$ cat config.mk
export PLATFORM = sky130hd
export DESIGN_NAME = spinner_regulation_supervisor_top
export DESIGN_NICKNAME = d
export VERILOG_FILES = /design/src/rtl/srs_pkg.sv /design/src/rtl/spinner_regulation_supervisor_top.sv /design/src/rtl/srs_core.sv
export SDC_FILE = /design/constraint.sdc
export NUM_CORES = 1
export LEC_CHECK = 0
export ABC_AREA = 1
export BUFFER_PORTS_ARGS = -buffer_cell sky130_fd_sc_hd__buf_2
export CAP_MARGIN = 20
export CORE_MARGIN = 2
export CORE_UTILIZATION = 40
export CTS_CLUSTER_DIAMETER = 50
export CTS_CLUSTER_SIZE = 24
export DETAILED_ROUTE_END_ITERATION = 16
export PLACE_DENSITY = 0.55
export RECOVER_POWER = 25
export REMOVE_ABC_BUFFERS = 1
export SETUP_SLACK_MARGIN = 0.02
export SYNTH_ARGS = -nofsm -noshare
export SYNTH_HDL_FRONTEND = slang
export SYNTH_SLANG_ARGS = --single-unit
$ cat constraint.sdc
create_clock -name aclk -period 3.85 [get_ports aclk]
set_input_delay 0.5775 -clock aclk [delete_from_list [all_inputs] [get_ports aclk]]
set_output_delay 0.5775 -clock aclk [all_outputs]
set_load 0.01 [all_outputs]
$ cat src/rtl/srs_pkg.sv
package srs_pkg;

    localparam int SPEED_W    = 16;
    localparam int CFG_W      = 16;
    localparam int APB_DATA_W = 32;
    localparam int APB_ADDR_W = 4;
    localparam int TIMER_BITS_DEF = 16;

    localparam logic [3:0] ZERO_LIMIT_BUMP   = 4'd2;
    localparam logic [3:0] ZERO_LIMIT_NOBUMP = 4'd10;
    localparam logic [3:0] REG_ZERO_LIMIT    = 4'd2;
    localparam logic [2:0] BUMP_MAX          = 3'd3;
    localparam logic [3:0] REG_COUNT_FAST    = 4'd7;
    localparam logic [3:0] REG_COUNT_SLOW    = 4'd4;

    localparam logic [CFG_W-1:0] FAST_SPIN_RESET      = 16'd80;
    localparam logic [CFG_W-1:0] SPINUP_TIMEOUT_RESET = 16'd6000;
    localparam logic [CFG_W-1:0] REG_TIMEOUT_RESET    = 16'd12000;

    typedef enum logic [1:0] {
        OP_START = 2'd0,
        OP_POLL  = 2'd1,
        OP_TICK  = 2'd2
    } srs_op_t;

    typedef enum logic [2:0] {
        ST_BUSY         = 3'd0,
        ST_SPINUP_DONE  = 3'd1,
        ST_REGULATED    = 3'd2,
        ST_READ_FAIL    = 3'd3,
        ST_BUMP_FAIL    = 3'd4,
        ST_TIMEOUT      = 3'd5,
        ST_SET_REJECTED = 3'd6
    } srs_status_t;

    typedef enum logic [1:0] {
        PH_IDLE   = 2'd0,
        PH_SPINUP = 2'd1,
        PH_QUICK  = 2'd2,
        PH_REG    = 2'd3
    } srs_phase_t;

    typedef enum logic [1:0] {
        IL_NOT_ARMED = 2'd0,
        IL_READY     = 2'd2
    } srs_interlock_t;

    typedef enum logic [1:0] {
        REG_FAST_SPIN      = 2'd0,
        REG_SPINUP_TIMEOUT = 2'd1,
        REG_REG_TIMEOUT    = 2'd2
    } srs_reg_idx_t;

    typedef struct packed {
        logic [1:0]         op;
        logic [SPEED_W-1:0] target_speed;
        logic               bump_enable;
        logic               set_accepted;
        logic [SPEED_W-1:0] measured_speed;
        logic               read_failed;
        logic               in_regulation;
    } srs_in_t;

    typedef struct packed {
        srs_status_t        status;
        srs_phase_t         phase;
        logic               bump_request;
        logic               spin_wait;
        srs_interlock_t     interlock_state;
        logic [SPEED_W-1:0] reported_speed;
    } srs_out_t;

    typedef struct packed {
        logic [CFG_W-1:0] fast_spin_threshold;
        logic [CFG_W-1:0] spinup_timeout_ticks;
        logic [CFG_W-1:0] regulate_timeout_ticks;
    } srs_cfg_t;

    // supervisor state apart from the tick timer
    typedef struct packed {
        srs_phase_t         phase;
        logic [SPEED_W-1:0] held_target;
        logic               held_bump_enable;
        logic [3:0]         zero_count;
        logic [2:0]         bump_count;
        logic [3:0]         regulated_count;
        logic               expired;
        srs_interlock_t     interlock;
        logic               wait_flag;
        logic [SPEED_W-1:0] last_speed;
    } srs_state_t;

endpackage

$ cat src/rtl/spinner_regulation_supervisor_top.sv
// Spinner regulation supervisor. One transaction is accepted per clock cycle
// while the result output is not stalled; each start, poll or tick transaction
// yields exactly one result (the input register feeds the result register
// through the state update). The rate is set by the supervisor state update
// between the two registers. Configuration registers (APB, byte
// addresses 0x0, 0x4, 0x8):
// fast spin threshold, spin-up timeout and regulation timeout in ticks, each
// 16 bits; write them only while the block is idle. There are no memories
// and no start-up sweep.
module spinner_regulation_supervisor_top #(
    parameter int TIMER_BITS = srs_pkg::TIMER_BITS_DEF
) (
    input  logic                               aclk,
    input  logic                               aresetn,
    input  logic                               s_valid,
    output logic                               s_ready,
    input  srs_pkg::srs_in_t                   s_data,
    output logic                               m_valid,
    input  logic                               m_ready,
    output srs_pkg::srs_out_t                  m_data,
    input  logic                               psel,
    input  logic                               penable,
    input  logic                               pwrite,
    input  logic [srs_pkg::APB_ADDR_W-1:0]     paddr,
    input  logic [srs_pkg::APB_DATA_W-1:0]     pwdata,
    output logic [srs_pkg::APB_DATA_W-1:0]     prdata,
    output logic                               pready
);

    srs_pkg::srs_cfg_t      cfg_reg;
    srs_pkg::srs_in_t       in_data_reg;
    logic                   in_valid_reg;
    logic                   in_valid_next;
    srs_pkg::srs_out_t      out_data_reg;
    logic                   out_valid_reg;
    logic                   out_valid_next;
    srs_pkg::srs_state_t    state_reg;
    srs_pkg::srs_state_t    state_next;
    logic [TIMER_BITS-1:0]  timer_reg;
    logic [TIMER_BITS-1:0]  timer_next;
    srs_pkg::srs_out_t      result;
    srs_pkg::srs_reg_idx_t  reg_idx;
    logic                   advance;
    logic                   cfg_write;

    srs_core #(
        .TIMER_BITS (TIMER_BITS)
    ) u_core (
        .in_data    (in_data_reg),
        .cfg        (cfg_reg),
        .state      (state_reg),
        .timer      (timer_reg),
        .state_next (state_next),
        .timer_next (timer_next),
        .result     (result)
    );

    // held transaction moves on when the result register is free or being drained
    assign advance        = in_valid_reg && (!out_valid_reg || m_ready);
    assign s_ready        = !in_valid_reg || advance;
    assign in_valid_next  = (s_valid && s_ready) || (in_valid_reg && !advance);
    assign out_valid_next = advance || (out_valid_reg && !m_ready);
    assign m_valid        = out_valid_reg;
    assign m_data         = out_data_reg;

    always_ff @(posedge aclk) begin
        if (!aresetn) begin
            in_valid_reg  <= 1'b0;
            out_valid_reg <= 1'b0;
        end else begin
            in_valid_reg  <= in_valid_next;
            out_valid_reg <= out_valid_next;
        end
    end

    always_ff @(posedge aclk) begin
        if (s_valid && s_ready) begin
            in_data_reg <= s_data;
        end
        if (advance) begin
            out_data_reg <= result;
        end
    end

    always_ff @(posedge aclk) begin
        if (!aresetn) begin
            state_reg.phase            <= srs_pkg::PH_IDLE;
            state_reg.held_target      <= '0;
            state_reg.held_bump_enable <= 1'b0;
            state_reg.zero_count       <= '0;
            state_reg.bump_count       <= '0;
            state_reg.regulated_count  <= '0;
            state_reg.expired          <= 1'b0;
            state_reg.interlock        <= srs_pkg::IL_NOT_ARMED;
            state_reg.wait_flag        <= 1'b0;
            state_reg.last_speed       <= '0;
            timer_reg                  <= '0;
        end else if (advance) begin
            state_reg <= state_next;
            timer_reg <= timer_next;
        end
    end

    // configuration port
    assign pready    = 1'b1;
    assign reg_idx   = srs_pkg::srs_reg_idx_t'(paddr[3:2]);
    assign cfg_write = psel && penable && pwrite;

    always_ff @(posedge aclk) begin
        if (!aresetn) begin
            cfg_reg.fast_spin_threshold    <= srs_pkg::FAST_SPIN_RESET;
            cfg_reg.spinup_timeout_ticks   <= srs_pkg::SPINUP_TIMEOUT_RESET;
            cfg_reg.regulate_timeout_ticks <= srs_pkg::REG_TIMEOUT_RESET;
        end else if (cfg_write) begin
            unique case (reg_idx)
                srs_pkg::REG_FAST_SPIN:
                    cfg_reg.fast_spin_threshold <= pwdata[srs_pkg::CFG_W-1:0];
                srs_pkg::REG_SPINUP_TIMEOUT:
                    cfg_reg.spinup_timeout_ticks <= pwdata[srs_pkg::CFG_W-1:0];
                srs_pkg::REG_REG_TIMEOUT:
                    cfg_reg.regulate_timeout_ticks <= pwdata[srs_pkg::CFG_W-1:0];
                default: begin
                end
            endcase
        end
    end

    always_comb begin
        unique case (reg_idx)
            srs_pkg::REG_FAST_SPIN:
                prdata = srs_pkg::APB_DATA_W'(cfg_reg.fast_spin_threshold);
            srs_pkg::REG_SPINUP_TIMEOUT:
                prdata = srs_pkg::APB_DATA_W'(cfg_reg.spinup_timeout_ticks);
            srs_pkg::REG_REG_TIMEOUT:
                prdata = srs_pkg::APB_DATA_W'(cfg_reg.regulate_timeout_ticks);
            default:
                prdata = '0;
        endcase
    end

endmodule

$ cat src/rtl/srs_core.sv
module srs_core #(
    parameter int TIMER_BITS = srs_pkg::TIMER_BITS_DEF
) (
    input  srs_pkg::srs_in_t       in_data,
    input  srs_pkg::srs_cfg_t      cfg,
    input  srs_pkg::srs_state_t    state,
    input  logic [TIMER_BITS-1:0]  timer,
    output srs_pkg::srs_state_t    state_next,
    output logic [TIMER_BITS-1:0]  timer_next,
    output srs_pkg::srs_out_t      result
);

    localparam int CMP_W = (TIMER_BITS > srs_pkg::CFG_W) ? TIMER_BITS : srs_pkg::CFG_W;
    localparam logic [TIMER_BITS-1:0] TIMER_MAX = {TIMER_BITS{1'b1}};

    srs_pkg::srs_status_t        status;
    logic                        bump;
    logic [3:0]                  zc;
    logic [2:0]                  bc;
    logic [3:0]                  rc;
    logic [3:0]                  zero_limit;
    logic [3:0]                  reg_max;
    logic [srs_pkg::CFG_W-1:0]   lim;
    logic [TIMER_BITS-1:0]       timer_inc;
    logic                        leave;
    logic                        leave_arm;

    always_comb begin
        state_next = state;
        timer_next = timer;
        status     = srs_pkg::ST_BUSY;
        bump       = 1'b0;
        leave      = 1'b0;
        leave_arm  = 1'b0;
        zc         = state.zero_count;
        bc         = state.bump_count;
        rc         = state.regulated_count;
        zero_limit = state.held_bump_enable ? srs_pkg::ZERO_LIMIT_BUMP
                                            : srs_pkg::ZERO_LIMIT_NOBUMP;
        reg_max    = (state.held_target >= cfg.fast_spin_threshold) ? srs_pkg::REG_COUNT_FAST
                                                                    : srs_pkg::REG_COUNT_SLOW;
        lim        = (state.phase == srs_pkg::PH_SPINUP) ? cfg.spinup_timeout_ticks
                                                         : cfg.regulate_timeout_ticks;
        timer_inc  = timer + TIMER_BITS'(timer != TIMER_MAX);

        case (in_data.op)
            srs_pkg::OP_START: begin
                state_next.held_target      = in_data.target_speed;
                state_next.held_bump_enable = in_data.bump_enable;
                state_next.zero_count       = '0;
                state_next.bump_count       = '0;
                state_next.regulated_count  = '0;
                state_next.expired          = 1'b0;
                timer_next                  = '0;
                state_next.interlock        = srs_pkg::IL_NOT_ARMED;
                state_next.wait_flag        = 1'b0;
                if (!in_data.set_accepted) begin
                    status           = srs_pkg::ST_SET_REJECTED;
                    state_next.phase = srs_pkg::PH_QUICK;
                end else if (in_data.target_speed == '0) begin
                    status           = srs_pkg::ST_SPINUP_DONE;
                    state_next.phase = srs_pkg::PH_QUICK;
                end else begin
                    state_next.phase = srs_pkg::PH_SPINUP;
                end
            end
            srs_pkg::OP_TICK: begin
                if ((state.phase == srs_pkg::PH_SPINUP || state.phase == srs_pkg::PH_REG)
                        && !state.expired) begin
                    timer_next = timer_inc;
                    // saturated timer counts as expired too
                    state_next.expired = (CMP_W'(timer_inc) >= CMP_W'(lim))
                                         || (timer_inc == TIMER_MAX);
                end
            end
            srs_pkg::OP_POLL: begin
                case (state.phase)
                    srs_pkg::PH_SPINUP: begin
                        if (in_data.read_failed) begin
                            status           = srs_pkg::ST_READ_FAIL;
                            state_next.phase = srs_pkg::PH_QUICK;
                        end else begin
                            state_next.last_speed = in_data.measured_speed;
                            if (in_data.measured_speed != '0) begin
                                status           = srs_pkg::ST_SPINUP_DONE;
                                state_next.phase = srs_pkg::PH_QUICK;
                            end else begin
                                zc = state.zero_count + 4'd1;
                                if (zc > zero_limit) begin
                                    if (!state.held_bump_enable) begin
                                        status = srs_pkg::ST_BUMP_FAIL;
                                    end else begin
                                        bc = state.bump_count + 3'd1;
                                        if (bc > srs_pkg::BUMP_MAX) begin
                                            status = srs_pkg::ST_BUMP_FAIL;
                                        end else begin
                                            bump = 1'b1;
                                            zc   = '0;
                                        end
                                    end
                                end
                                if (status == srs_pkg::ST_BUSY && state.expired) begin
                                    status = srs_pkg::ST_TIMEOUT;
                                end
                                if (status != srs_pkg::ST_BUSY) begin
                                    state_next.phase = srs_pkg::PH_QUICK;
                                end
                                state_next.zero_count = zc;
                                state_next.bump_count = bc;
                            end
                        end
                    end
                    srs_pkg::PH_QUICK: begin
                        if (in_data.in_regulation && !in_data.read_failed
                                && in_data.measured_speed == state.held_target) begin
                            state_next.interlock = srs_pkg::IL_READY;
                            status               = srs_pkg::ST_REGULATED;
                            state_next.phase     = srs_pkg::PH_IDLE;
                        end else begin
                            state_next.zero_count      = '0;
                            state_next.bump_count      = '0;
                            state_next.regulated_count = '0;
                            state_next.expired         = 1'b0;
                            timer_next                 = '0;
                            state_next.wait_flag       = 1'b1;
                            state_next.phase           = srs_pkg::PH_REG;
                        end
                    end
                    srs_pkg::PH_REG: begin
                        if (in_data.read_failed) begin
                            status    = srs_pkg::ST_READ_FAIL;
                            leave     = 1'b1;
                            leave_arm = 1'b1;
                        end else begin
                            state_next.last_speed = in_data.measured_speed;
                            if (state.held_target != '0) begin
                                if (in_data.in_regulation) rc = rc + 4'd1;
                                if (in_data.measured_speed == '0) zc = zc + 4'd1;
                            end else if (in_data.measured_speed == '0) begin
                                rc = rc + 4'd1;
                            end
                            if (zc > srs_pkg::REG_ZERO_LIMIT) begin
                                if (!state.held_bump_enable) begin
                                    // bump not allowed: exit leaves the interlock unarmed
                                    status = srs_pkg::ST_BUMP_FAIL;
                                    leave  = 1'b1;
                                end else begin
                                    bc = state.bump_count + 3'd1;
                                    if (bc > srs_pkg::BUMP_MAX) begin
                                        status    = srs_pkg::ST_BUMP_FAIL;
                                        leave     = 1'b1;
                                        leave_arm = 1'b1;
                                    end else begin
                                        bump = 1'b1;
                                        zc   = '0;
                                    end
                                end
                            end
                            if (status == srs_pkg::ST_BUSY && state.expired) begin
                                status    = srs_pkg::ST_TIMEOUT;
                                leave     = 1'b1;
                                leave_arm = 1'b1;
                            end
                            if (status == srs_pkg::ST_BUSY && rc > reg_max) begin
                                status    = srs_pkg::ST_REGULATED;
                                leave     = 1'b1;
                                leave_arm = 1'b1;
                            end
                            state_next.zero_count      = zc;
                            state_next.bump_count      = bc;
                            state_next.regulated_count = rc;
                        end
                        if (leave) begin
                            state_next.phase     = srs_pkg::PH_IDLE;
                            state_next.wait_flag = 1'b0;
                        end
                        if (leave_arm) begin
                            state_next.interlock = srs_pkg::IL_READY;
                        end
                    end
                    default: begin
                    end
                endcase
            end
            default: begin
            end
        endcase
    end

    always_comb begin
        result.status          = status;
        result.phase           = state_next.phase;
        result.bump_request    = bump;
        result.spin_wait       = state_next.wait_flag;
        result.interlock_state = state_next.interlock;
        result.reported_speed  = state_next.last_speed;
    end

endmodule

## Word level (Yosys, flattened, before mapping)

Index checks and enable logic that the tools add are counted.

| cells by class | value |
|---|---|
| bitwise operators | 0 |
| equal/unequal tests | 21 |
| reductions and logical operators | 45 |
| $add $sub $neg | 4 |
| multipliers | 0 |
| div/mod/pow operators | 0 |
| order comparisons | 6 |
| muxes and demuxes | 108 |
| shift-type cells | 0 |

Operators by type and width:

| operator | count |
|---|---|
| $mux W16 | 7 |
| $pmux W16 S3 | 2 |
| $mux W3 | 28 |
| $mux W4 | 18 |
| $ge A16 B16 Y1 | 2 |
| $logic_not A16 Y1 | 2 |
| $reduce_bool A16 Y1 | 2 |
| $mux W1 | 27 |
| $mux W2 | 11 |
| $pmux W11 S2 | 1 |
| $pmux W7 S3 | 1 |
| $ne A3 B3 Y1 const B | 6 |
| $pmux W3 S2 | 3 |
| $add A16 B1 Y16 | 1 |
| $eq A16 B16 Y1 | 1 |
| $eq A16 B16 Y1 const B | 1 |
| $ne A16 B16 Y1 const B | 1 |
| $mux W7 | 2 |
| $logic_and A1 B1 Y1 | 12 |
| $mux W12 | 1 |
| $mux W11 | 1 |
| $reduce_and A5 Y1 | 2 |
| $logic_not A3 Y1 | 3 |
| $pmux W3 S3 | 1 |
| other kinds (25) | 48 |

| word-level totals | value |
|---|---|
| RAM bits | 0 |
| logic and storage cells | 213 |
| latch bits | 0 |
| flip-flop bits (word level) | 179 |
| ROM bits | 0 |
| memories kept | 0 |

## Logic depth before layout (Yosys ltp)

Gate-level depths: netlist (run 1).

| logic depth | value |
|---|---|
| depth after elaboration | 26 |
| gate-level depth with buffers | 25 |
| gate-level depth less buffers | 25 |

## Modules after synthesis

A second synthesis (run 1) with hierarchy kept.

| second synthesis, totals | value |
|---|---|
| cells, all modules | 1425 |
| area total of the unflattened synthesis | 10316.1 um2 |

By module, submodules not included:

| module | cells an instance | area each (um2) | times used | sequential area each (um2) |
|---|---|---|---|---|
| spinner_regulation_supervisor_top | 720 | 6577.6 | 1 | 4214.0 |
| srs_core | 705 | 3738.6 | 1 | 0.0 |

## Least setup slack after synthesis (run 1)

Ideal clock, no wire load.

| path | value |
|---|---|
| path type | register to register |
| start | register timer_reg[7] |
| end | register state_reg[19] in the netlist's numbering |
| cell stages (with the launch flop) | 25 |
| data required time | 3784 ps |
| setup time | 66 ps |
| data arrival time | 2832 ps |
| slack | 952 ps |
| buffers on the path | 0 |
| cell sequence | dfxtp_1 -> nand2_1 -> inv_1 -> nand3_1 -> inv_1 -> nand4_1 -> ha_1 -> ha_1 -> nand3_1 -> nor2_2 -> nand3_1 -> nor3_1 -> xor2_1 -> inv_1 -> ha_1 -> nand2_1 -> inv_1 -> nand3_1 -> nor3_1 -> nand2_1 -> o2111ai_1 -> a31oi_1 -> nand2_1 -> nand2_1 -> a21oi_2 |

| between the ends | value |
|---|---|
| cells in the longest elaborated chain, start to end | 6 |
| elaborated cells between the ends (all ways) | 7 |
| those cells by class | add/sub (1); order compare (1); eq/ne (2); mux (2); reduce/logical (1) |

Ends and longest elaborated chain:

| element | line | RTL |
|---|---|---|
| start, declared | spinner_regulation_supervisor_top.sv:39 | `logic [TIMER_BITS-1:0] timer_reg;` |
| start signal, assigned | spinner_regulation_supervisor_top.sv:100 | `timer_reg <= timer_next;` |
| $ne A16 B16 Y1 | srs_core.sv:44 | `timer_inc = timer + TIMER_BITS'(timer != TIMER_MAX);` |
| $add A16 B1 Y16 * | srs_core.sv:44 |  |
| $ge A16 B16 Y1 / $eq A16 B16 Y1 (equally long branches) | srs_core.sv:72, srs_core.sv:73 |  |
| $logic_or A1 B1 Y1 * | srs_core.sv:73 | `\|\| (timer_inc == TIMER_MAX);` |
| $mux W1 * | srs_core.sv:68 | `if ((state.phase == srs_pkg::PH_SPINUP \|\| state.phase == srs_pkg::PH_REG)` |
| $pmux W1 S3 * | srs_core.sv:46 | `case (in_data.op)` |
| end signal, assigned | spinner_regulation_supervisor_top.sv:99 | `state_reg <= state_next;` |
| end, declared | spinner_regulation_supervisor_top.sv:37 | `srs_pkg::srs_state_t state_reg;` |

Every way passes the cells marked *; elsewhere a longest branch is shown, timed or not. The select of a mux whose other input is x is not followed.
A chain may end at the register's enable or synchronous reset.

## Worst setup path in the final report (run 1)

Same ends and word-level chain as after synthesis.

==> reports/metrics.yaml, run 1 <==
die_h_um: 157
root_buffer: "clkbuf_16"
grt.total_usage_pct: 20.2
final-seq-area_sq_um: 4210
fmax_ghz: 0.304
synth_area_sq_um: 9380
multi_input_area_sq_um: 4310
min_path_cells: 1
drtIter0Drc: 518
worstPathArrival_ns: 3.66
r2r_cells: 24
largest_register_ffs: 50
comb_power_share_pct: 10.8
ys_types: 56
place_area_sq_um: 10200
p_int_mw: 3.13
required_ns: 4.22
finClkSkew_ns: 0.00881
max_cap_violations: 0
hpwl_um: 17600
async_flop_share_pct: 0
final.setup.tns_ns: 0
grt_first_pass_wirelength_um: 38700
fin_area_sq_um: 10700
syn_avg_cell_area_sq_um: 7.91
vdd_drop_max_v: 0.000272
clk_latency_ns: 0.44
ios: 141
die_x_um: 157
whs_endpoint: "in_data_reg[7]"
grt_max_degree: 51
fin_crit_sh_pct: 85.5
num-nets-final: 1406
ys.warnings.count: 0
num_rows: 56
fin_util_pct: 46.2
fill_cells: 2388
max_slew_margin_pct: 2.27
tritoncts: "built"
numCtsBuffers: 17
p_seq_share_pct: 47.9
synth_cells: 1186
clkPwrFrac_pct: 41.4
drtPass1Iterations: 5
rrSetupSlack_ns: 0.56
start_util_pct: 40.3
post-cts-setup-buffers: 0
setup_viol: 0
drv_slew: 0
placed_cells: 1583
h-tree-depth: 4
synth_edf_count: 63
finalPower_mw: 4.34
grt_pass1_vias: 7440
seq_area_frac_synth_pct: 44.9
tightest_slew_ns: 1.47
grtUsageMet2_pct: 33.1
syn_to_final_growth_pct: 14.5
hold_buffers: 0
regToRegStartpoint: "timer_reg[7]"
p_per_area_nw_per_um2: 404
vias_per_cell: 4.98
diodes: 0
vias: 8044
drc: 0
drt-wirelength-per-cell_um: 14.8
grt-busiest-layer: "met2"
worstSetupPathType: "reg2reg"
start_kind: "flop"
clk_pin_slew_ns: 0.08
clock-sinks: 179
drt-total-wl_um: 23900
drive_gt1_share_pct: 13.4
grtUsageMet1_pct: 27.2
ant_nets: 0
power.switching_mw: 1.22
outcome: "complete, no violations"
pre_cts_slack_ns: 0.579
dieArea_sq_um: 24700
core_area_sq_um: 23300
gr-usage-met3_pct: 3.50
finalNonFillerCells: 1615
synth-main-ff-cell: "dfxtp_1"
cts_resized: 0
antenna_found_initial: 0
min_from: "s_data[7]"
synth-seq-cells: 179
sw_frac_of_total_pct: 28.0
reg2reg_to: "state_reg[19]"
gp_congestion: 0.875
worst_hold_slack_ns: 0.305
rsz0062_at_grt: "no"
hold_viol_final: 0
port_buffers: 105
setup_slack_ns: 0.556
grt_overflow: 0
period_minus_slack_ns: 3.29
crit_path_end_kind: "flop"
clock_path_buffers: 2
leakagePower_nw: 4.72
min_path_type: "in2reg"
cp_max_fo: 4
area by class of cell:
type                    instances  share of cell area, %
multi-input cells             806                   40.1
inverters                     163                   5.82
clock inverters                15                   1.74
flip-flops and latches        179                   39.2
repair buffers                116                   5.38
well taps                     319                   3.72
clock buffers                  17                   3.96
logic make-up after synthesis:
kind of cell	after synthesis	share of synthesized area, %
adder cells (fa/ha/maj)	42	5.60
AND/OR/NAND/NOR	459	21.5
buffers and inverters	216	9.75
XOR/XNOR	22	2.13
flip-flops	179	44.9
AO/OA/AOI/OAI	266	16.0
other	2	0.0800
power groups by stage:
stage | clock network [mW] | logic (mW) | registers, mW
3_3_place_gp | 0 | 0.465 | 2.12
4_1_cts | 1.84 | 0.474 | 2.08
6_report | 1.80 | 0.467 | 2.08
5_1_grt | 1.91 | 0.537 | 2.09
2_1_floorplan | 0 | 0.289 | 2.12
3_5_place_dp | 0 | 0.471 | 2.12
layout by cell type (no fill, tap or decap), types with 5 or more instances in the layout:
cell       instances
nand4_1           14
a21oi_1           90
buf_2             84
dfxtp_1          116
inv_1            142
o211ai_1          15
conb_1            17
nor2_1           115
nand3_1           50
nor3_1            12
clkbuf_1          22
inv_6              5
o21ai_0          118
nand2_1          235
clkbuf_16         17
xor2_1            15
nor4_1             5
buf_4             10
o221ai_1          15
xnor2_1            6
ha_1              42
inv_2             19
edfxtp_1          63
nand2_2            5
per-layer routing:
layer / share of wire, % / wire, um / vias up
met5: 0 / 0 / -
met4: 2.0 / 486 / 0
met3: 4.4 / 1060 / 38
met2: 47 / 11300 / 176
met1: 46 / 11000 / 3708
li1: - / - / 4122
Yosys cell counts (all sizes together) (2+ instances only):
master,count,area [sq um]
conb,2,7.51
xor2,15,131
dfxtp,116,2320
clkbuf,29,119
xnor2,7,68.8
buf,24,170
nor3,14,86.3
nor2,121,502
nand3,54,298
ha,42,526
o211ai,16,125
a21oi,95,502
nand4,16,113
nand2,242,936
inv,161,604
o221ai,15,131
nor3b,2,15.0
a22o,2,17.5
a22oi,3,22.5
a211oi,2,15.0
o21ai,122,611
o22ai,2,12.5
nand3b,2,15.0
or2,2,12.5
a31oi,3,18.8
edfxtp,63,1890
nor4,5,31.3
worst max path at each step:
stage / from / depth (start not counted) / slack, ns / to
CTS: timer_reg[7] / 24 / 0.53 / state_reg[19]
finish: timer_reg[7] / 24 / 0.56 / state_reg[19]
global placement: timer_reg[7] / 24 / 0.63 / state_reg[19]
detailed placement: timer_reg[7] / 24 / 0.58 / state_reg[19]
global route: timer_reg[7] / 24 / 0.1 / state_reg[19]
floorplan: timer_reg[7] / 24 / 0.95 / state_reg[19]
worst max-delay path: stages (launching register included):
cell	delay, ns
dfxtp_1	0.34
nand2_1	0.15
inv_1	0.06
nand3_1	0.06
inv_1	0.07
nand4_1	0.07
ha_1	0.19
ha_1	0.20
nand3_1	0.14
nor2_2	0.20
nand3_1	0.14
nor3_1	0.19
xor2_1	0.16
inv_1	0.10
ha_1	0.28
nand2_1	0.04
inv_1	0.06
nand3_1	0.08
nor3_1	0.20
nand2_1	0.08
o2111ai_1	0.08
a31oi_1	0.06
nand2_1	0.09
nand2_1	0.06
a21oi_2	0.13
(Power assumes the default switching activity.)
==> run 2, diff against run 1 <==
--- a/config.mk
+++ b/config.mk
@@ -13,7 +13,7 @@
 export CTS_CLUSTER_DIAMETER = 50
 export CTS_CLUSTER_SIZE = 24
 export DETAILED_ROUTE_END_ITERATION = 16
-export PLACE_DENSITY = 0.55
+export PLACE_DENSITY = 0.58
 export RECOVER_POWER = 25
 export REMOVE_ABC_BUFFERS = 1
 export SETUP_SLACK_MARGIN = 0.02
==> constraint.sdc (replaced) <==
create_clock -name aclk -period 2.8 [get_ports aclk]
set_input_delay 0.42 -clock aclk [delete_from_list [all_inputs] [get_ports aclk]]
set_output_delay 0.42 -clock aclk [all_outputs]
set_load 0.01 [all_outputs]
==> reports/metrics.yaml, run 2 (synthesis results as in run 1) <==
outcome: "complete, but fails checks"  # was complete, no violations
violations: "negative setup slack"
ios: 141  # unchanged
final_cell_mix: "nand2_1, inv_1, buf_4"  # was nand2_1, inv_1, o21ai_0
start_util_pct: 40.3  # unchanged
grt.total_usage_pct: 20.8  # was 20.2%
vias: 8579  # was 8,044
crit_slowest_cell: "dfxtp_1"  # unchanged
drv_slew: 0  # unchanged
reg2reg_to: "state_reg[19]"  # unchanged
die_h_um: 157  # unchanged
clk_pin_slew_ns: 0.08  # about the same
antenna_found_initial: 0  # unchanged
clk_latency_ns: 0.44  # about the same
cp_num_buf_inv: 3  # was 4
drive_gt1_share_pct: 25.8  # was 13.4%
tritoncts: "built"  # unchanged
top_layer: "met4"  # unchanged
regToRegStartpoint: "timer_reg[12]"  # was timer_reg[7]
drtIter0Drc: 600  # was 518
crit_path_end_kind: "flop"  # unchanged
grt_overflow: 0  # unchanged
gp_congestion: 0.899  # was 0.875
numCtsBuffers: 17  # unchanged
min_from: "s_data[7]"  # unchanged
grt_max_degree: 51  # unchanged
port_buffers: 105  # unchanged
grt_first_pass_wirelength_um: 40300  # was 38,700 um
max_stage_delay_ns: 0.31  # was 0.34 ns
cp_max_fo: 3  # was 4
ant_nets: 0  # unchanged
max_slew_margin_pct: 39.8  # was 2.27%
root_buffer: "clkbuf_16"  # unchanged
worstPathArrival_ns: 3.27  # was 3.66 ns
vias_per_cell: 4.95  # was 4.98
hpwl_um: 18400  # was 17,600 um
rsz0062_at_grt: "yes"  # was no
p_per_area_nw_per_um2: 500  # was 404 nW/um^2
drtPass1Iterations: 5  # unchanged
required_ns: 3.11  # was 4.22 ns
vdd_drop_max_v: 0.000325  # was 0.000272 V
diodes: 0  # unchanged
die_x_um: 157  # unchanged
hold_viol_final: 0  # unchanged
rrSetupSlack_ns: -0.16  # was 0.56 ns
met2_length_um: 12500  # was 11,300 um
worstSetupPathType: "reg2reg"  # unchanged
hold_buffers: 0  # unchanged
tightest_slew_ns: 0.904  # was 1.47 ns
final-seq-area_sq_um: 4220  # was 4210 sq um
min_path_cells: 1  # unchanged
setup_viol: 3  # was 0
fmax_ghz: 0.338  # was 0.304 GHz
critical_path.top_delay_family: "simple AND/OR/NAND/NOR gates"  # unchanged
path_cells: "inv_1, nor3_4, nand4_1, ha_2, ha_1, nand3_1, nor2_2, nand3_2, nor3_2, xor2_1, inv_1, ha_1, nand2_2, inv_2, nand3_2, nor3_2, nand2_1, o2111ai_1, a31oi_1, nand2_1, nand2_1, a21oi_2"  # was nand2_1, inv_1, nand3_1, inv_1, nand4_1, ha_1, ha_1, nand3_1, nor2_2, nand3_1, nor3_1, xor2_1, inv_1, ha_1, nand2_1, inv_1, nand3_1, nor3_1, nand2_1, o2111ai_1, a31oi_1, nand2_1, nand2_1, a21oi_2
num-nets-final: 1523  # was 1,406
drt-total-wl_um: 25600  # was 23,900 um
drc: 0  # unchanged
clock_path_buffers: 2  # unchanged
h-tree-depth: 4  # unchanged
fin_util_pct: 51.4  # was 46.2%
fin_crit_sh_pct: 106  # was 85.5%
whs_endpoint: "in_data_reg[7]"  # unchanged
num_rows: 56  # unchanged
largest_register_ffs: 50  # unchanged
core_area_sq_um: 23300  # unchanged
leakagePower_nw: 5.30  # was 4.72 nW
finClkSkew_ns: 0.0117  # was 0.00881 ns
grt_pass1_vias: 8040  # was 7,440
fill_cells: 2322  # was 2,388
finalNonFillerCells: 1732  # was 1,615
clock-sinks: 179  # unchanged
start_kind: "flop"  # unchanged
wl_met1_um: 11500  # was 11,000 um
placed_cells: 1694  # was 1,583
final_common_cell: "nand2_1"  # unchanged
max_cap_violations: 0  # unchanged
min_path_type: "in2reg"  # unchanged
drt-wirelength-per-cell_um: 14.8  # about the same
r2r_cells: 22  # was 24
crit_top_cell: "nand2_1"  # unchanged
wl_met3_um: 1160  # was 1060 um
syn_to_final_growth_pct: 27.3  # was 14.5%
multi_input_area_sq_um: 4680  # was 4310 sq um
pre_cts_slack_ns: -0.261  # was 0.579 ns
period_minus_slack_ns: 2.96  # was 3.29 ns
setup_slack_ns: -0.159  # was 0.556 ns
dieArea_sq_um: 24700  # unchanged
-- run 2: changes by cell type in the layout (fill, tap and decap cells not counted), moves of 13 or more --
cell | previous run | this run
inv_1 | 142 | 128
nand2_2 | 5 | 19
buf_4 | 10 | 124
ha_4 | 0 | 13
nand2_1 | 235 | 221
inv_2 | 19 | 32
ha_1 | 42 | 27
-- run 2: cell type report --
cell class / count / share of cell area, %
clock buffer: 17 / 3.56
clock inverter: 15 / 1.18
inverter: 163 / 5.26
multi-input combinational: 806 / 39.1
sequential: 179 / 35.3
tap: 319 / 3.34
timing repair buffer: 233 / 12.2
-- run 2: per-layer routing --
layer	up-vias	track usage, %
li1	4348	-
met1	3986	27.6
met2	213	35.0
met3	32	3.39
met4	0	5.76
met5	-	0
-- run 2: worst max-delay path by stage --
stage | start | end | slack (ns) | depth (start not counted)
2_1_floorplan | timer_reg[7] | state_reg[19] | -0.10 | 24
3_3_place_gp | cfg_reg[41] | m_data[18] | -0.26 | 18
3_5_place_dp | cfg_reg[41] | m_data[18] | -0.26 | 18
4_1_cts | timer_reg[8] | state_reg[19] | -0.16 | 25
5_1_grt | timer_reg[8] | state_reg[19] | -0.41 | 25
6_report | timer_reg[12] | state_reg[19] | -0.16 | 22
-- run 2: what timing repair did --
action                     CTS  global route
setup endpoints to repair   12            12
pin swaps                   20            16
resized for setup           42            44
setup buffers                6             0
-- run 2: metrics by stage --
stage,hold slack [ns],instance area (sq um),TNS (ns),power [mW]
2_1_floorplan,0.412,9150,-0.103,3.31
3_3_place_gp,0.418,11000,-2.11,3.63
3_5_place_dp,0.425,11000,-2.12,3.64
4_1_cts,0.138,11800,-0.636,6.01
5_1_grt,0.133,12000,-1.96,6.24
6_report,0.151,12000,-0.180,5.98
-- run 2: report_power, final --
part | leakage, nW | internal [mW] | total [mW] | switching (mW)
registers | 1.55 | 2.80 | 2.86 | 0.0608
clock network | 0.269 | 1.18 | 2.33 | 1.15
logic | 3.48 | 0.305 | 0.793 | 0.488
total | 5.30 | 4.28 | 5.98 | 1.70
==> run 3, diff against run 2 <==
--- a/config.mk
+++ b/config.mk
@@ -6,14 +6,14 @@
 export NUM_CORES = 1
 export LEC_CHECK = 0
 export ABC_AREA = 1
-export BUFFER_PORTS_ARGS = -buffer_cell sky130_fd_sc_hd__buf_2
 export CAP_MARGIN = 20
 export CORE_MARGIN = 2
 export CORE_UTILIZATION = 40
 export CTS_CLUSTER_DIAMETER = 50
 export CTS_CLUSTER_SIZE = 24
 export DETAILED_ROUTE_END_ITERATION = 16
-export PLACE_DENSITY = 0.58
+export DONT_BUFFER_PORTS = 1
+export PLACE_DENSITY = 0.52
 export RECOVER_POWER = 25
 export REMOVE_ABC_BUFFERS = 1
 export SETUP_SLACK_MARGIN = 0.02
==> reports/metrics.yaml, run 3 (synthesis results as in run 1) <==
numCtsBuffers: 17  # unchanged
drt-total-wl_um: 25600  # about the same
largest_register_ffs: 50  # unchanged
pre_cts_slack_ns: -0.335  # was -0.261 ns
grt_first_pass_wirelength_um: 40700  # was 40,300 um
start_kind: "flop"  # unchanged
violations: "negative setup slack"  # unchanged
place_area_sq_um: 10500  # was 11,000 sq um
vdd_drop_max_v: 0.000391  # was 0.000325 V
hold_viol_final: 0  # unchanged
crit_path_end_kind: "flop"  # unchanged
drtPass1Iterations: 7  # was 5
port_buffers: 0  # was 105
rrSetupSlack_ns: -0.17  # was -0.16 ns
gp_congestion: 0.903  # was 0.899
drtIter0Drc: 583  # was 600
dieArea_sq_um: 24700  # unchanged
p_per_area_nw_per_um2: 525  # was 500 nW/um^2
clock-sinks: 179  # unchanged
grt_pass1_vias: 7619  # was 8,040
p_int_mw: 4.37  # was 4.28 mW
max_cap_violations: 0  # unchanged
tritoncts: "built"  # unchanged
tightest_slew_ns: 0.898  # was 0.904 ns
p_seq_share_pct: 47.3  # was 47.8%
setup_viol: 2  # was 3
final_common_cell: "nand2_1"  # unchanged
grt_max_degree: 68  # was 51
rsz0062_at_grt: "yes"  # unchanged
fill_cells: 2300  # was 2,322
vias: 8193  # was 8,579
core_area_sq_um: 23300  # unchanged
drv_slew: 0  # unchanged
max_slew_margin_pct: 40.1  # was 39.8%
num_rows: 56  # unchanged
fin_crit_sh_pct: 106  # about the same
power.switching_mw: 1.70  # about the same
h-tree-depth: 4  # unchanged
drc: 0  # unchanged
final_cell_mix: "nand2_1, buf_4, inv_1"  # was nand2_1, inv_1, buf_4
setup_slack_ns: -0.172  # was -0.159 ns
cp_max_fo: 5  # was 3
vias_per_cell: 5.00  # was 4.95
syn_to_final_growth_pct: 23.2  # was 27.3%
worstPathArrival_ns: 3.28  # was 3.27 ns
clk_latency_ns: 0.44  # about the same
start_util_pct: 40.3  # unchanged
final.setup.tns_ns: -0.175  # was -0.180 ns
clock_path_buffers: 2  # unchanged
die_x_um: 157  # unchanged
finalPower_mw: 6.07  # was 5.98 mW
ant_nets: 0  # unchanged
die_h_um: 157  # unchanged
clkPwrFrac_pct: 40.7  # was 38.9%
outcome: "complete, but fails checks"  # unchanged
diodes: 0  # unchanged
grt.total_usage_pct: 21.2  # was 20.8%
required_ns: 3.10  # was 3.11 ns
fin_area_sq_um: 11600  # was 12,000 sq um
root_buffer: "clkbuf_16"  # unchanged
hpwl_um: 18400  # about the same
worstSetupPathType: "reg2reg"  # unchanged
period_minus_slack_ns: 2.97  # was 2.96 ns
fmax_ghz: 0.336  # was 0.338 GHz
hold_buffers: 0  # unchanged
drt-wirelength-per-cell_um: 15.7  # was 14.8 um
antenna_found_initial: 0  # unchanged
drive_gt1_share_pct: 22.8  # was 25.8%
sw_frac_of_total_pct: 27.9  # was 28.4%
finClkSkew_ns: 0.0178  # was 0.0117 ns
num-nets-final: 1428  # was 1,523
comb_power_share_pct: 12.0  # was 13.3%
grt_overflow: 0  # unchanged
ios: 141  # unchanged
min_path_type: "in2reg"  # unchanged
leakagePower_nw: 5.00  # was 5.30 nW
clk_pin_slew_ns: 0.08  # about the same
-- run 3: changes by cell type in the layout (fill, tap and decap cells not counted), moves of 3 or more --
| cell | before | now |
|---|---|---|
| clkinvlp_4 | 4 | 1 |
| dfxtp_2 | 7 | 11 |
| dfxtp_1 | 109 | 105 |
| buf_2 | 81 | 0 |
| buf_4 | 124 | 133 |
| clkbuf_1 | 26 | 4 |
| xor2_1 | 12 | 15 |
| xor2_2 | 3 | 0 |
| inv_4 | 3 | 0 |
-- run 3: power by group through the flow --
stage	Sequential [mW]	Combinational [mW]	Clock [mW]
5_1_grt	2.88	0.817	2.63
4_1_cts	2.87	0.674	2.53
6_report	2.87	0.727	2.47
3_5_place_dp	2.93	0.621	0
3_3_place_gp	2.93	0.615	0
2_1_floorplan	2.91	0.398	0
-- run 3: critical path: stages (launching register included) --
cell       delay (ns)
dfxtp_2          0.32
nand2_2          0.06
inv_1            0.04
nand3_2          0.04
inv_1            0.05
nand4_1          0.09
ha_2             0.20
nand3_2          0.09
inv_2            0.08
nand3_4          0.07
nor2_4           0.10
nand2_4          0.06
nor3_4           0.22
nand3_2          0.13
xnor2_2          0.22
ha_1             0.28
nand2_1          0.09
inv_2            0.04
nand3_2          0.07
nor3_2           0.05
nand2_1          0.07
o2111ai_2        0.09
a31oi_1          0.18
nand2_1          0.07
nand2_1          0.07
a21oi_2          0.05
-- run 3: layer usage --
layer / routed length (um) / share of wire, % / vias up / track usage [%]
met4: 510 / 2.0 / 0 / 6.45
met1: 11600 / 45 / 3784 / 28.6
met2: 12100 / 47 / 208 / 34.3
li1: - / - / 4168 / -
met3: 1410 / 5.5 / 33 / 4.19
met5: 0 / 0 / - / 0
-- run 3: final timing paths --
| check | from | endpoint | cells past startpoint |
|---|---|---|---|
| setup / recovery | timer_reg[8] | state_reg[19] | 25 |
| hold / removal | s_data[7] | in_data_reg[7] | 0 |
| setup reg to reg | timer_reg[8] | state_reg[19] | 25 |
| hold reg to reg | state_reg[17] | state_reg[17] | 2 |
-- run 3: per-stage QoR --
stage	hold WS [ns]	utilization (%)	instances
finish	0.0679	49.7	1637
global route	0.0491	49.7	1637
CTS	0.0516	48.8	1633
detailed placement	0.425	45.1	1592
global placement	0.418	45.1	1592
floorplan	0.412	-	1148
-- run 3: what timing repair did --
| item | 4_1_cts | 5_1_grt |
|---|---|---|
| buffers inserted | 10 | 4 |
| cloned | 0 | 0 |
| pin swaps | 29 | 26 |
| setup endpoints to repair | 12 | 12 |
| gates resized for setup | 50 | 46 |
-- run 3: final cells by class --
class	instances	area, sq um	area share [%]
multi-input cells	806	4670	40.4
inverters	163	626	5.41
clock buffers	18	439	3.80
flip-flops and latches	179	4230	36.6
well taps	319	399	3.45
repair buffers	138	1030	8.94
clock inverters	14	164	1.42
